### src/hdl/csf_pkg.sv
// ----------------------------------------------------------------------------
// csf_pkg
// shared types, register indexes and limits for the column strip finder
// ----------------------------------------------------------------------------
package csf_pkg;

  localparam int CSF_MAX_ROWS = 1024;
  localparam int CSF_MAX_COLS = 1024;

  localparam int GEO_W    = 13;
  localparam int CFG_W    = 11;
  localparam int STEP_W   = 7;
  localparam int DARK_W   = 12;
  localparam int LIT_W    = 11;
  localparam int COORD_W  = 16;
  localparam int QDEPTH   = 4;
  localparam int QPTR_W   = $clog2(QDEPTH);
  localparam int QLVL_W   = $clog2(QDEPTH + 1);

  localparam logic [DARK_W-1:0] DARK_MAX = '1;
  localparam logic [LIT_W-1:0]  LIT_MAX  = '1;

  localparam logic [1:0] REG_MIN_GAP    = 2'd0;
  localparam logic [1:0] REG_STEP       = 2'd1;
  localparam logic [1:0] REG_COL_HEIGHT = 2'd2;
  localparam logic [1:0] REG_ROW_WIDTH  = 2'd3;

  localparam logic [CFG_W-1:0]  RST_MIN_GAP    = 11'd1;
  localparam logic [STEP_W-1:0] RST_STEP       = 7'd1;
  localparam logic [CFG_W-1:0]  RST_COL_HEIGHT = 11'd1024;
  localparam logic [CFG_W-1:0]  RST_ROW_WIDTH  = 11'd1024;

  typedef struct packed {
    logic [CFG_W-1:0]  min_gap;
    logic [STEP_W-1:0] step;
    logic [CFG_W-1:0]  col_height;
    logic [CFG_W-1:0]  row_width;
  } csf_cfg_t;

  typedef struct packed {
    logic signed [COORD_W-1:0] strip_x;
    logic signed [COORD_W-1:0] strip_y;
    logic signed [COORD_W-1:0] half_height;
    logic                      last_of_item;
  } csf_res_t;

  typedef struct packed {
    logic     v1;
    logic     v2;
    csf_res_t r1;
    csf_res_t r2;
  } csf_push_t;

  // clamp a geometry register to 1..cap
  function automatic logic [GEO_W-1:0] eff_limit(input logic [CFG_W-1:0] v,
                                                 input logic [GEO_W-1:0] cap);
    logic [GEO_W-1:0] ext;
    ext = GEO_W'(v);
    if (v == '0) begin
      return GEO_W'(1);
    end else if (ext > cap) begin
      return cap;
    end
    return ext;
  endfunction

endpackage

### src/hdl/csf_track.sv
// ----------------------------------------------------------------------------
// csf_track
// per column run tracking and strip tests, up to two strips per pixel
// ----------------------------------------------------------------------------
module csf_track
  import csf_pkg::*;
#(
  parameter int MAX_ROWS = CSF_MAX_ROWS,
  parameter int MAX_COLS = CSF_MAX_COLS
) (
  input  logic      clk,
  input  logic      rst_n,
  input  logic      go,
  input  logic      lit,
  input  csf_cfg_t  cfg,
  output csf_push_t push
);

  localparam int RW = $clog2(MAX_ROWS);
  localparam int CW = $clog2(MAX_COLS);

  logic [DARK_W-1:0] dark_prev_run_r, dark_prev_run_nxt;
  logic [DARK_W-1:0] dark_run_r, dark_run_nxt;
  logic [LIT_W-1:0]  lit_prev_run_r, lit_prev_run_nxt;
  logic [LIT_W-1:0]  lit_run_r, lit_run_nxt;
  logic [RW-1:0]     row_count_r, row_count_nxt;
  logic [CW-1:0]     col_count_r, col_count_nxt;

  logic [DARK_W-1:0] dp1, dr1, dr2, gap12;
  logic [LIT_W-1:0]  lp1, lr1;
  logic [DARK_W:0]   dsum;
  logic [GEO_W-1:0]  h, w, row_inc, col_inc;
  logic              eoc, hit1, hit2;
  logic [5:0]        half;
  logic [COORD_W-1:0] hh1, hh2, x, diff1, diff2, y1, y2;

  always_comb begin
    gap12 = DARK_W'(cfg.min_gap);
    h     = eff_limit(cfg.col_height, GEO_W'(MAX_ROWS));
    w     = eff_limit(cfg.row_width, GEO_W'(MAX_COLS));

    dp1 = dark_prev_run_r;
    dr1 = dark_run_r;
    lp1 = lit_prev_run_r;
    lr1 = lit_run_r;
    hit1 = 1'b0;
    if (lit) begin
      if (lit_run_r == '0) begin
        hit1 = (dark_prev_run_r >= gap12) && (dark_run_r >= gap12) &&
               (lit_prev_run_r != '0);
        dp1  = dark_run_r;
        dr1  = '0;
      end
      lr1 = (lit_run_r == LIT_MAX) ? lit_run_r : lit_run_r + 1'b1;
    end else begin
      if (dark_run_r == '0) begin
        lp1 = lit_run_r;
        lr1 = '0;
      end
      dr1 = (dark_run_r == DARK_MAX) ? dark_run_r : dark_run_r + 1'b1;
    end

    row_inc = GEO_W'(row_count_r) + GEO_W'(1);
    col_inc = GEO_W'(col_count_r) + GEO_W'(1);
    eoc     = (row_inc >= h);
    dsum    = {1'b0, dr1} + (DARK_W + 1)'(cfg.min_gap);
    dr2     = dsum[DARK_W] ? DARK_MAX : dsum[DARK_W-1:0];
    hit2    = eoc && (dp1 >= gap12) && (dr2 >= gap12) && (lp1 != '0);

    half  = cfg.step[STEP_W-1:1];
    hh1   = COORD_W'(lit_prev_run_r) * COORD_W'(half);
    hh2   = COORD_W'(lp1) * COORD_W'(half);
    x     = COORD_W'(col_count_r) * COORD_W'(cfg.step) + COORD_W'(half);
    diff1 = COORD_W'(row_count_r) - COORD_W'(dark_run_r);
    diff2 = COORD_W'(row_count_r) + COORD_W'(1) + COORD_W'(cfg.min_gap) - COORD_W'(dr2);
    y1    = COORD_W'(diff1 * COORD_W'(cfg.step)) - hh1;
    y2    = COORD_W'(diff2 * COORD_W'(cfg.step)) - hh2;

    push.v1 = go && hit1;
    push.v2 = go && hit2;
    push.r1 = '{strip_x: x, strip_y: y1, half_height: hh1, last_of_item: !hit2};
    push.r2 = '{strip_x: x, strip_y: y2, half_height: hh2, last_of_item: 1'b1};

    if (eoc) begin
      dark_prev_run_nxt = '0;
      dark_run_nxt      = gap12;
      lit_prev_run_nxt  = '0;
      lit_run_nxt       = '0;
      row_count_nxt     = '0;
      col_count_nxt     = (col_inc >= w) ? '0 : CW'(col_inc);
    end else begin
      dark_prev_run_nxt = dp1;
      dark_run_nxt      = dr1;
      lit_prev_run_nxt  = lp1;
      lit_run_nxt       = lr1;
      row_count_nxt     = RW'(row_inc);
      col_count_nxt     = col_count_r;
    end
  end

  always_ff @(posedge clk) begin
    if (!rst_n) begin
      dark_prev_run_r <= '0;
      dark_run_r      <= DARK_W'(RST_MIN_GAP);
      lit_prev_run_r  <= '0;
      lit_run_r       <= '0;
      row_count_r     <= '0;
      col_count_r     <= '0;
    end else if (go) begin
      dark_prev_run_r <= dark_prev_run_nxt;
      dark_run_r      <= dark_run_nxt;
      lit_prev_run_r  <= lit_prev_run_nxt;
      lit_run_r       <= lit_run_nxt;
      row_count_r     <= row_count_nxt;
      col_count_r     <= col_count_nxt;
    end
  end

endmodule

### src/hdl/csf_outq.sv
// ----------------------------------------------------------------------------
// csf_outq
// small result queue taking up to two strips per cycle, one out per cycle
// ----------------------------------------------------------------------------
module csf_outq
  import csf_pkg::*;
(
  input  logic              clk,
  input  logic              rst_n,
  input  csf_push_t         push,
  input  logic              pop,
  output csf_res_t          head,
  output logic [QLVL_W-1:0] level
);

  csf_res_t          mem [QDEPTH];
  logic [QPTR_W-1:0] wp_r, wp_nxt, rp_r, rp_nxt;
  logic [QLVL_W-1:0] level_r, level_nxt;
  logic [QPTR_W-1:0] wa2;

  always_comb begin
    wa2       = push.v1 ? wp_r + 1'b1 : wp_r;
    wp_nxt    = wp_r + QPTR_W'(push.v1) + QPTR_W'(push.v2);
    rp_nxt    = rp_r + QPTR_W'(pop);
    level_nxt = level_r + QLVL_W'(push.v1) + QLVL_W'(push.v2) - QLVL_W'(pop);
  end

  always_ff @(posedge clk) begin
    if (push.v1) begin
      mem[wp_r] <= push.r1;
    end
    if (push.v2) begin
      mem[wa2] <= push.r2;
    end
  end

  always_ff @(posedge clk) begin
    if (!rst_n) begin
      wp_r    <= '0;
      rp_r    <= '0;
      level_r <= '0;
    end else begin
      wp_r    <= wp_nxt;
      rp_r    <= rp_nxt;
      level_r <= level_nxt;
    end
  end

  assign head  = mem[rp_r];
  assign level = level_r;

endmodule

### src/hdl/column_strip_finder_top.sv
// ----------------------------------------------------------------------------
// column_strip_finder_top
// finds vertical lit strips in a column-major binary pixel stream
//
//   channel  direction  handshake               payload
//   in       input      in_valid / in_ready     in_pixel
//   out      output     out_valid / out_ready   out_strip_x, out_strip_y,
//                                               out_half_height, out_last_of_item
//   cfg      input      cfg_we                  cfg_idx, cfg_wdata
//
// one pixel per cycle while the result queue has room; a pixel is held in the
// input register until it is processed, and its strips then enter the result
// queue, which offers one strip per cycle while out_ready is high; a pixel ending
// a column may give two strips, which leave the result port one after the other;
// the input register waits while the result queue has fewer than two free entries
// reset is synchronous and clears counters, runs and registers to defaults
// ----------------------------------------------------------------------------
module column_strip_finder_top
  import csf_pkg::*;
#(
  parameter int MAX_ROWS = CSF_MAX_ROWS,
  parameter int MAX_COLS = CSF_MAX_COLS
) (
  input  logic                      clk,
  input  logic                      rst_n,
  input  logic                      in_valid,
  output logic                      in_ready,
  input  logic [7:0]                in_pixel,
  output logic                      out_valid,
  input  logic                      out_ready,
  output logic signed [COORD_W-1:0] out_strip_x,
  output logic signed [COORD_W-1:0] out_strip_y,
  output logic signed [COORD_W-1:0] out_half_height,
  output logic                      out_last_of_item,
  input  logic                      cfg_we,
  input  logic [1:0]                cfg_idx,
  input  logic [CFG_W-1:0]          cfg_wdata
);

  csf_cfg_t          cfg_r;
  logic [7:0]        pix_r;
  logic              pix_vld_r;
  logic              go, pop;
  csf_push_t         push;
  csf_res_t          head;
  logic [QLVL_W-1:0] level;

  always_ff @(posedge clk) begin
    if (!rst_n) begin
      cfg_r.min_gap    <= RST_MIN_GAP;
      cfg_r.step       <= RST_STEP;
      cfg_r.col_height <= RST_COL_HEIGHT;
      cfg_r.row_width  <= RST_ROW_WIDTH;
    end else if (cfg_we) begin
      unique case (cfg_idx)
        REG_MIN_GAP:    cfg_r.min_gap    <= cfg_wdata;
        REG_STEP:       cfg_r.step       <= cfg_wdata[STEP_W-1:0];
        REG_COL_HEIGHT: cfg_r.col_height <= cfg_wdata;
        REG_ROW_WIDTH:  cfg_r.row_width  <= cfg_wdata;
        default: ;
      endcase
    end
  end

  assign go       = pix_vld_r && (level <= QLVL_W'(QDEPTH - 2));
  assign in_ready = !pix_vld_r || go;
  assign pop      = out_valid && out_ready;

  always_ff @(posedge clk) begin
    if (!rst_n) begin
      pix_vld_r <= 1'b0;
    end else if (in_ready) begin
      pix_vld_r <= in_valid;
    end
  end

  always_ff @(posedge clk) begin
    if (in_ready && in_valid) begin
      pix_r <= in_pixel;
    end
  end

  csf_track #(
    .MAX_ROWS(MAX_ROWS),
    .MAX_COLS(MAX_COLS)
  ) u_track (
    .clk  (clk),
    .rst_n(rst_n),
    .go   (go),
    .lit  (pix_r != '0),
    .cfg  (cfg_r),
    .push (push)
  );

  csf_outq u_outq (
    .clk  (clk),
    .rst_n(rst_n),
    .push (push),
    .pop  (pop),
    .head (head),
    .level(level)
  );

  assign out_valid        = (level != '0);
  assign out_strip_x      = head.strip_x;
  assign out_strip_y      = head.strip_y;
  assign out_half_height  = head.half_height;
  assign out_last_of_item = head.last_of_item;

  a_level_bound: assert property (@(posedge clk) disable iff (!rst_n)
    level <= QLVL_W'(QDEPTH))
    else $error("result queue overfilled");

  a_pix_hold: assert property (@(posedge clk) disable iff (!rst_n)
    pix_vld_r && !go |=> pix_vld_r && $stable(pix_r))
    else $error("stalled pixel lost");

  a_push_order: assert property (@(posedge clk) disable iff (!rst_n)
    push.v1 && push.v2 |-> !push.r1.last_of_item && push.r2.last_of_item)
    else $error("last flag misplaced on double strip");

  a_push_gated: assert property (@(posedge clk) disable iff (!rst_n)
    (push.v1 || push.v2) |-> go && $past(level) <= QLVL_W'(QDEPTH))
    else $error("strip pushed without a processed pixel");

endmodule

### config.mk
export PLATFORM = sky130hd
export DESIGN_NAME = column_strip_finder_top
export DESIGN_NICKNAME = d
export VERILOG_FILES = /design/src/hdl/csf_pkg.sv /design/src/hdl/csf_track.sv /design/src/hdl/csf_outq.sv /design/src/hdl/column_strip_finder_top.sv
export SDC_FILE = /design/constraint.sdc
export NUM_CORES = 2
export LEC_CHECK = 0
export ABC_AREA = 1
export BUFFER_PORTS_ARGS = -buffer_cell sky130_fd_sc_hd__buf_2
export CAP_MARGIN = 20
export CORE_UTILIZATION = 55
export DETAILED_ROUTE_END_ITERATION = 10
export PLACE_DENSITY = 0.71
export SETUP_SLACK_MARGIN = 0.3
export SLEW_MARGIN = 0
export SYNTH_ARGS = -nofsm -noshare
export SYNTH_HDL_FRONTEND = slang
export SYNTH_SLANG_ARGS = --single-unit
### constraint.sdc
create_clock -name clk -period 19.3 [get_ports clk]
set_clock_uncertainty 0.2 [all_clocks]
set_input_delay 0 -clock clk [delete_from_list [all_inputs] [get_ports clk]]
set_output_delay 0 -clock clk [all_outputs]
set_load 0.02 [all_outputs]
Word-level counts from Yosys, hierarchy flattened

Memory sizes are Yosys's and may differ from the RTL's. A register that Yosys moved wholly into a read port is not among the register bits.
Cells that the tools add are included.

Order comparisons: 9
Reduce and logical (&&, ||, !) cells: 29
Multiplexer cells: 35
Equality and inequality tests: 6
$mul: 5
Add/subtract/negate cells: 19

Operators by type and width:

| kind                                                            | count |
|---|---|
| 12-bit two-way mux                                              | 8 |
| 13-bit two-way mux                                              | 6 |
| 11-bit two-way mux                                              | 7 |
| 12-bit by 11-bit greater-or-equal comparator with 1-bit output  | 4 |
| 10-bit by 1-bit adder with 11-bit output, second input constant | 3 |
| 11-bit logical NOT                                              | 3 |
| 11-bit by 6-bit multiplier with 16-bit output                   | 2 |
| 16-bit by 7-bit multiplier with 16-bit output                   | 2 |
| 16-bit subtractor                                               | 2 |
| 13-bit greater-or-equal comparator                              | 2 |
| 11-bit greater-than comparator, second input constant           | 2 |
| 11-bit nonzero test                                             | 2 |
| 10-bit two-way mux                                              | 2 |
| 16-bit by 11-bit adder with 16-bit output                       | 1 |
| 16-bit by 6-bit adder with 16-bit output                        | 1 |
| 10-bit by 7-bit multiplier with 16-bit output                   | 1 |
| 16-bit by 12-bit subtractor with 16-bit output                  | 1 |
| 12-bit by 11-bit adder with 13-bit output                       | 1 |
| 10-bit by 12-bit subtractor with 13-bit output                  | 1 |
| 12-bit by 1-bit adder with 12-bit output, second input constant | 1 |
| 12-bit equality test, second input constant                     | 1 |
| 12-bit logical NOT                                              | 1 |
| 11-bit by 1-bit adder with 11-bit output, second input constant | 1 |
| 11-bit equality test, second input constant                     | 1 |
| other kinds (18)                                                | 47 |

Input port bits: 26
Bits in writable memories: 196
Logic and storage cells: 119
Memories: 1
Register bits after elaboration: 122

Memories:

| name       | words | bits a word | read ports | clocked after Yosys merged registers in | write ports | line           | RTL |
|---|---|---|---|---|---|---|---|
| u_outq.mem | 4     | 49          | 1          | 1                                       | 2           | csf_outq.sv:16 | `csf_res_t mem [QDEPTH];` |

Longest topological paths before layout

Depth in word-level cells: 11
Mapped depth: 58

Hierarchy

A second synthesis with hierarchy kept.

Cell total of the unflattened synthesis: 4,261
Area total of the unflattened synthesis: 32,772.7 um2

By module, submodules not included:

| module                  | instances | cells an instance | area an instance (um2) |
|---|---|---|---|
| csf_track               | 1         | 2,827             | 20,026.7 |
| csf_outq                | 1         | 1,212             | 10,890.4 |
| column_strip_finder_top | 1         | 222               | 1,855.5 |

Worst setup path after synthesis

OpenSTA, ideal clock, no wires.

Kind: register to register
From: reg u_track.dark_run_r[0]
To: mem u_outq.mem[0][32] (netlist bit) (data pin)
Required time: 18.848 ns
Buffers on the path: 1
Arrival: 8.252 ns
Slack: 10.595 ns
Clock period less this slack: 8.705 ns
Cell stages (with the launch flop): 58
Cells stage by stage: dfxtp_1 -> ha_1 -> inv_1 -> nor2_1 -> inv_1 -> nor4_1 -> nand3_1 -> nand2_1 -> inv_1 -> nand2_1 -> nor2_1 -> nand2_1 -> o21ai_0 -> o21ai_0 -> inv_1 -> ha_1 -> nand2_1 -> inv_1 -> [... 22 more ...] -> fa_1 -> inv_1 -> fa_1 -> fa_1 -> inv_1 -> fa_1 -> inv_1 -> ha_1 -> inv_1 -> nor3_1 -> a21oi_1 -> nand2_1 -> xor2_1 -> nand3_1 -> nand3_1 -> nand2_1 -> nand2_1 -> nand2_1

RTL lines:

| item                     | line             | RTL |
|---|---|---|
| start: declaration       | csf_track.sv:23  | `logic [DARK_W-1:0] dark_run_r, dark_run_nxt;` |
| start signal: assignment | csf_track.sv:104 | `dark_run_r <= DARK_W'(RST_MIN_GAP);` |
| start signal: assignment | csf_track.sv:111 | `dark_run_r <= dark_run_nxt;` |
| end: declaration         | csf_outq.sv:16   |  |

==> results.py <==
metrics = {
    "finish": {
        "diodes": 0,
        "area_delta_synth_final_pct": 8.674,
        "multi_input_area_um2": 19900,
        "fin_util_pct": 60.65,
        "finalNonFillerCells": 4986,
        "fin_nets": 4744,
        "final-seq-area_um2": 8373,
        "fill_cells": 5095,
        "drive_gt1_share_pct": 4.823,
    },
    "die": {
        "io_pins": 77,
        "die_h_um": 241.4,
        "start_util_pct": 55.81,
        "fp-row-count": 87,
        "dieArea_um2": 58290,
        "core_um2": 56500,
        "die_x_um": 241.4,
    },
    "sta": {
        "rsz0062_at_grt": "no",
        "fin_crit_ns": 10.36,
        "setup_violations": 0,
        "final-hold-violation-count": 0,
        "max_freq_ghz": 0.09651,
        "relSlewSlack_pct": 22.97,
        "worstMarginPinSlew_ns": 1.153,
        "fin_tns_setup_ns": 0,
        "period_share_pct": 53.69,
        "drv_slew": 0,
    },
    "detailed_routing": {
        "drc": 0,
        "ant_nets": 0,
        "first_iter_violations": 2432,
        "wire_per_inst_um": 18.47,
        "vias_per_cell": 5.564,
        "dr.pass1.iters": 6,
        "num_vias": 27744,
        "wirelength_mm": 92.11,
    },
    "clocking": {
        "clkSinkCount": 318,
        "clock_latency_ns": 0.56,
        "cts_setup_buffers": 0,
        "path_clk_slew_ns": 0.06,
        "cts-buffers-inserted": 38,
        "cts.path.max_buffers": 3,
        "root_buffer": "clkbuf_16",
        "cts_resized": 0,
        "cts_hold_buf": 51,
        "cts_tree": "built",
        "htreeDepth": 2,
    },
    "synth": {
        "syn_inst": 4183,
        "synth_edf_count": 200,
        "seq_area_frac_synth_pct": 26.54,
        "async_flop_share_pct": 0,
        "syn_avg_cell_area_um2": 7.538,
        "syn_nets": 4727,
        "synth_cell_type_count": 47,
        "synth.cell_area_um2": 31530,
        "synth_top_flop_cell": "edfxtp_1",
        "synth_seq_cells": 318,
        "yosysWarnings": 0,
    },
    "global_route": {
        "top_usage_layer": "met2",
        "gr-total-overflow": 0,
        "grt_pass1_vias": 26178,
        "met1_usage_pct": 42.75,
        "grt_use_met3_pct": 5.242,
        "grtUsageTotal_pct": 31.97,
        "grt_max_degree": 66,
        "use_met2_pct": 52.20,
        "antenna_found_initial": 0,
        "grt_pass1_wl_mm": 143.8,
    },
    "setup_path": {
        "critPathBufInv": 8,
        "startpoint_type": "flop",
        "cp_top_family": "adder cells",
        "critPathSlowestCell": "fa_1",
        "worstPathRequired_ns": 19.53,
        "critical_path.endpoint_type": "flop",
        "slowest_delay_ns": 0.53,
        "rrSetupSlack_ns": 8.94,
        "cp.arrival_ns": 10.59,
        "cp_common_cell": "nand2_1",
        "critPathKind": "reg -> reg",
        "cp_max_fo": 11,
    },
    "placed_design": {
        "port_buffers": 76,
        "placed_cells": 4864,
        "gp_congestion": 0.9347,
        "hpwl_mm": 63.62,
    },
    "run_status": {
        "run_status": "complete, no violations",
    },
    "worst_hold_path": {
        "hold_class": "in -> reg",
    },
    "job": {
        "cap_violations": 0,
    },
    "pwr": {
        "vdd_drop_max_mv": 0.2512,
        "p_leak_uw": 0.01637,
        "powerDensity_nw_per_um2": 142.4,
    },
}
[layout by cell type, fill, tap and decap left out, types with 5 or more instances in the layout]
| cell | count |
|---|---|
| buf_2 | 76 |
| inv_1 | 674 |
| nor2_4 | 6 |
| nand4_1 | 33 |
| o22ai_1 | 56 |
| o221ai_1 | 7 |
| nor3_1 | 33 |
| nor4_1 | 8 |
| clkinv_2 | 5 |
| bufinv_16 | 7 |
| ha_1 | 252 |
| nand3b_1 | 5 |
| buf_4 | 29 |
| xor2_1 | 83 |
| fa_1 | 266 |
| clkbuf_1 | 10 |
| edfxtp_1 | 200 |
| a21o_1 | 5 |
| clkinv_1 | 7 |
| a31oi_1 | 9 |
| nand2_2 | 5 |
| nand2_1 | 1019 |
| o211ai_1 | 10 |
| a211oi_1 | 8 |
| a21oi_1 | 230 |
| o21ai_0 | 211 |
| dlygate4sd3_1 | 51 |
| xnor2_1 | 29 |
| clkbuf_16 | 39 |
| o21a_1 | 6 |
| dfxtp_1 | 114 |
| or2_2 | 8 |
| nor2_1 | 523 |
| nand3_1 | 118 |
| a22oi_1 | 24 |
| o21bai_1 | 12 |
[power by group]
group	total, µW	internal, µW	switching, µW
registers	747	731	16.4
clock network	789	484	305
logic	3340	1030	2310
total	4880	2240	2630
[registers in the layout (all words and copies together), names as in the netlist, 10 cells and up]
| register | flops |
|---|---|
| u_track.row_count_r | 10 |
| u_track.dark_prev_run_r | 12 |
| cfg_r | 40 |
| u_track.dark_run_r | 12 |
| u_track.col_count_r | 10 |
| u_outq.mem | 196 |
| u_track.lit_prev_run_r | 11 |
| u_track.lit_run_r | 11 |
[metal layers]
layer  vias to the layer above  part of all wire, %
li1                      13250                    -
met1                     13068                   41
met2                      1240                   46
met3                       186                  8.9
met4                         0                  3.3
met5                         -                    0
[final cells by class]
class | count | share of cell area (%)
Multi-Input combinational cell | 3001 | 58.07
Sequential cell | 318 | 24.43
Inverter | 684 | 7.493
Timing Repair Buffer | 157 | 3.294
Clock buffer | 53 | 3.118
Tap cell | 756 | 2.760
Clock inverter | 17 | 0.8325
[worst min-delay path, cell delays in order]
cell and delay [ns]:
dlygate4sd3_1 0.54, buf_2 0.12, nand2_1 0.07, a21oi_1 0.06
[worst paths after layout]
check                        start           endpoint  cells past startpoint
min                       in_valid          pix_vld_r                      4
min reg2reg       u_outq.mem[2][0]   u_outq.mem[2][0]                      2
max reg2reg  u_track.dark_run_r[0]  u_outq.mem[0][29]                     47
max          u_track.dark_run_r[0]  u_outq.mem[0][29]                     47
[cells by family (layout without fill, tap and decap cells)]
kind of cell,after synthesis,after routing,synth area share [%]
AO/OA/AOI/OAI,595,595,10.46
XOR/XNOR,112,112,3.111
adder cells (fa/ha/maj),518,518,26.89
flip-flops,318,318,26.54
AND/OR/NAND/NOR,1776,1776,22.50
buffers and inverters,864,911,10.50
[Yosys cell counts (56+ instances only)]
| cell type | instances | area share (%) |
|---|---|---|
| o21ai_0 | 211 | 3.3 |
| inv_1 | 676 | 8.0 |
| clkbuf_1 | 132 | 1.6 |
| dfxtp_1 | 118 | 7.5 |
| ha_1 | 252 | 10 |
| edfxtp_1 | 200 | 19 |
| nand2_1 | 1027 | 12 |
| nand3_1 | 118 | 1.9 |
| fa_1 | 266 | 17 |
| o22ai_1 | 56 | 1.1 |
| nor2_1 | 525 | 6.2 |
| a21oi_1 | 230 | 3.7 |
| xor2_1 | 83 | 2.3 |
[metrics by stage]
stage | power, µW | hold WS [ns] | setup slack [ns] | area, µm²
finish | 4880 | 0.1022 | 8.939 | 34270
global route | 5293 | 0.1045 | 8.087 | 34270
CTS | 4858 | 0.06718 | 9.075 | 34250
detailed placement | 4052 | -0.02189 | 9.218 | 32380
global placement | 4022 | -0.02291 | 9.395 | 32380
floorplan | 3109 | -0.1011 | 10.60 | 31530
Note: power is estimated with default switching activity, not from simulation.
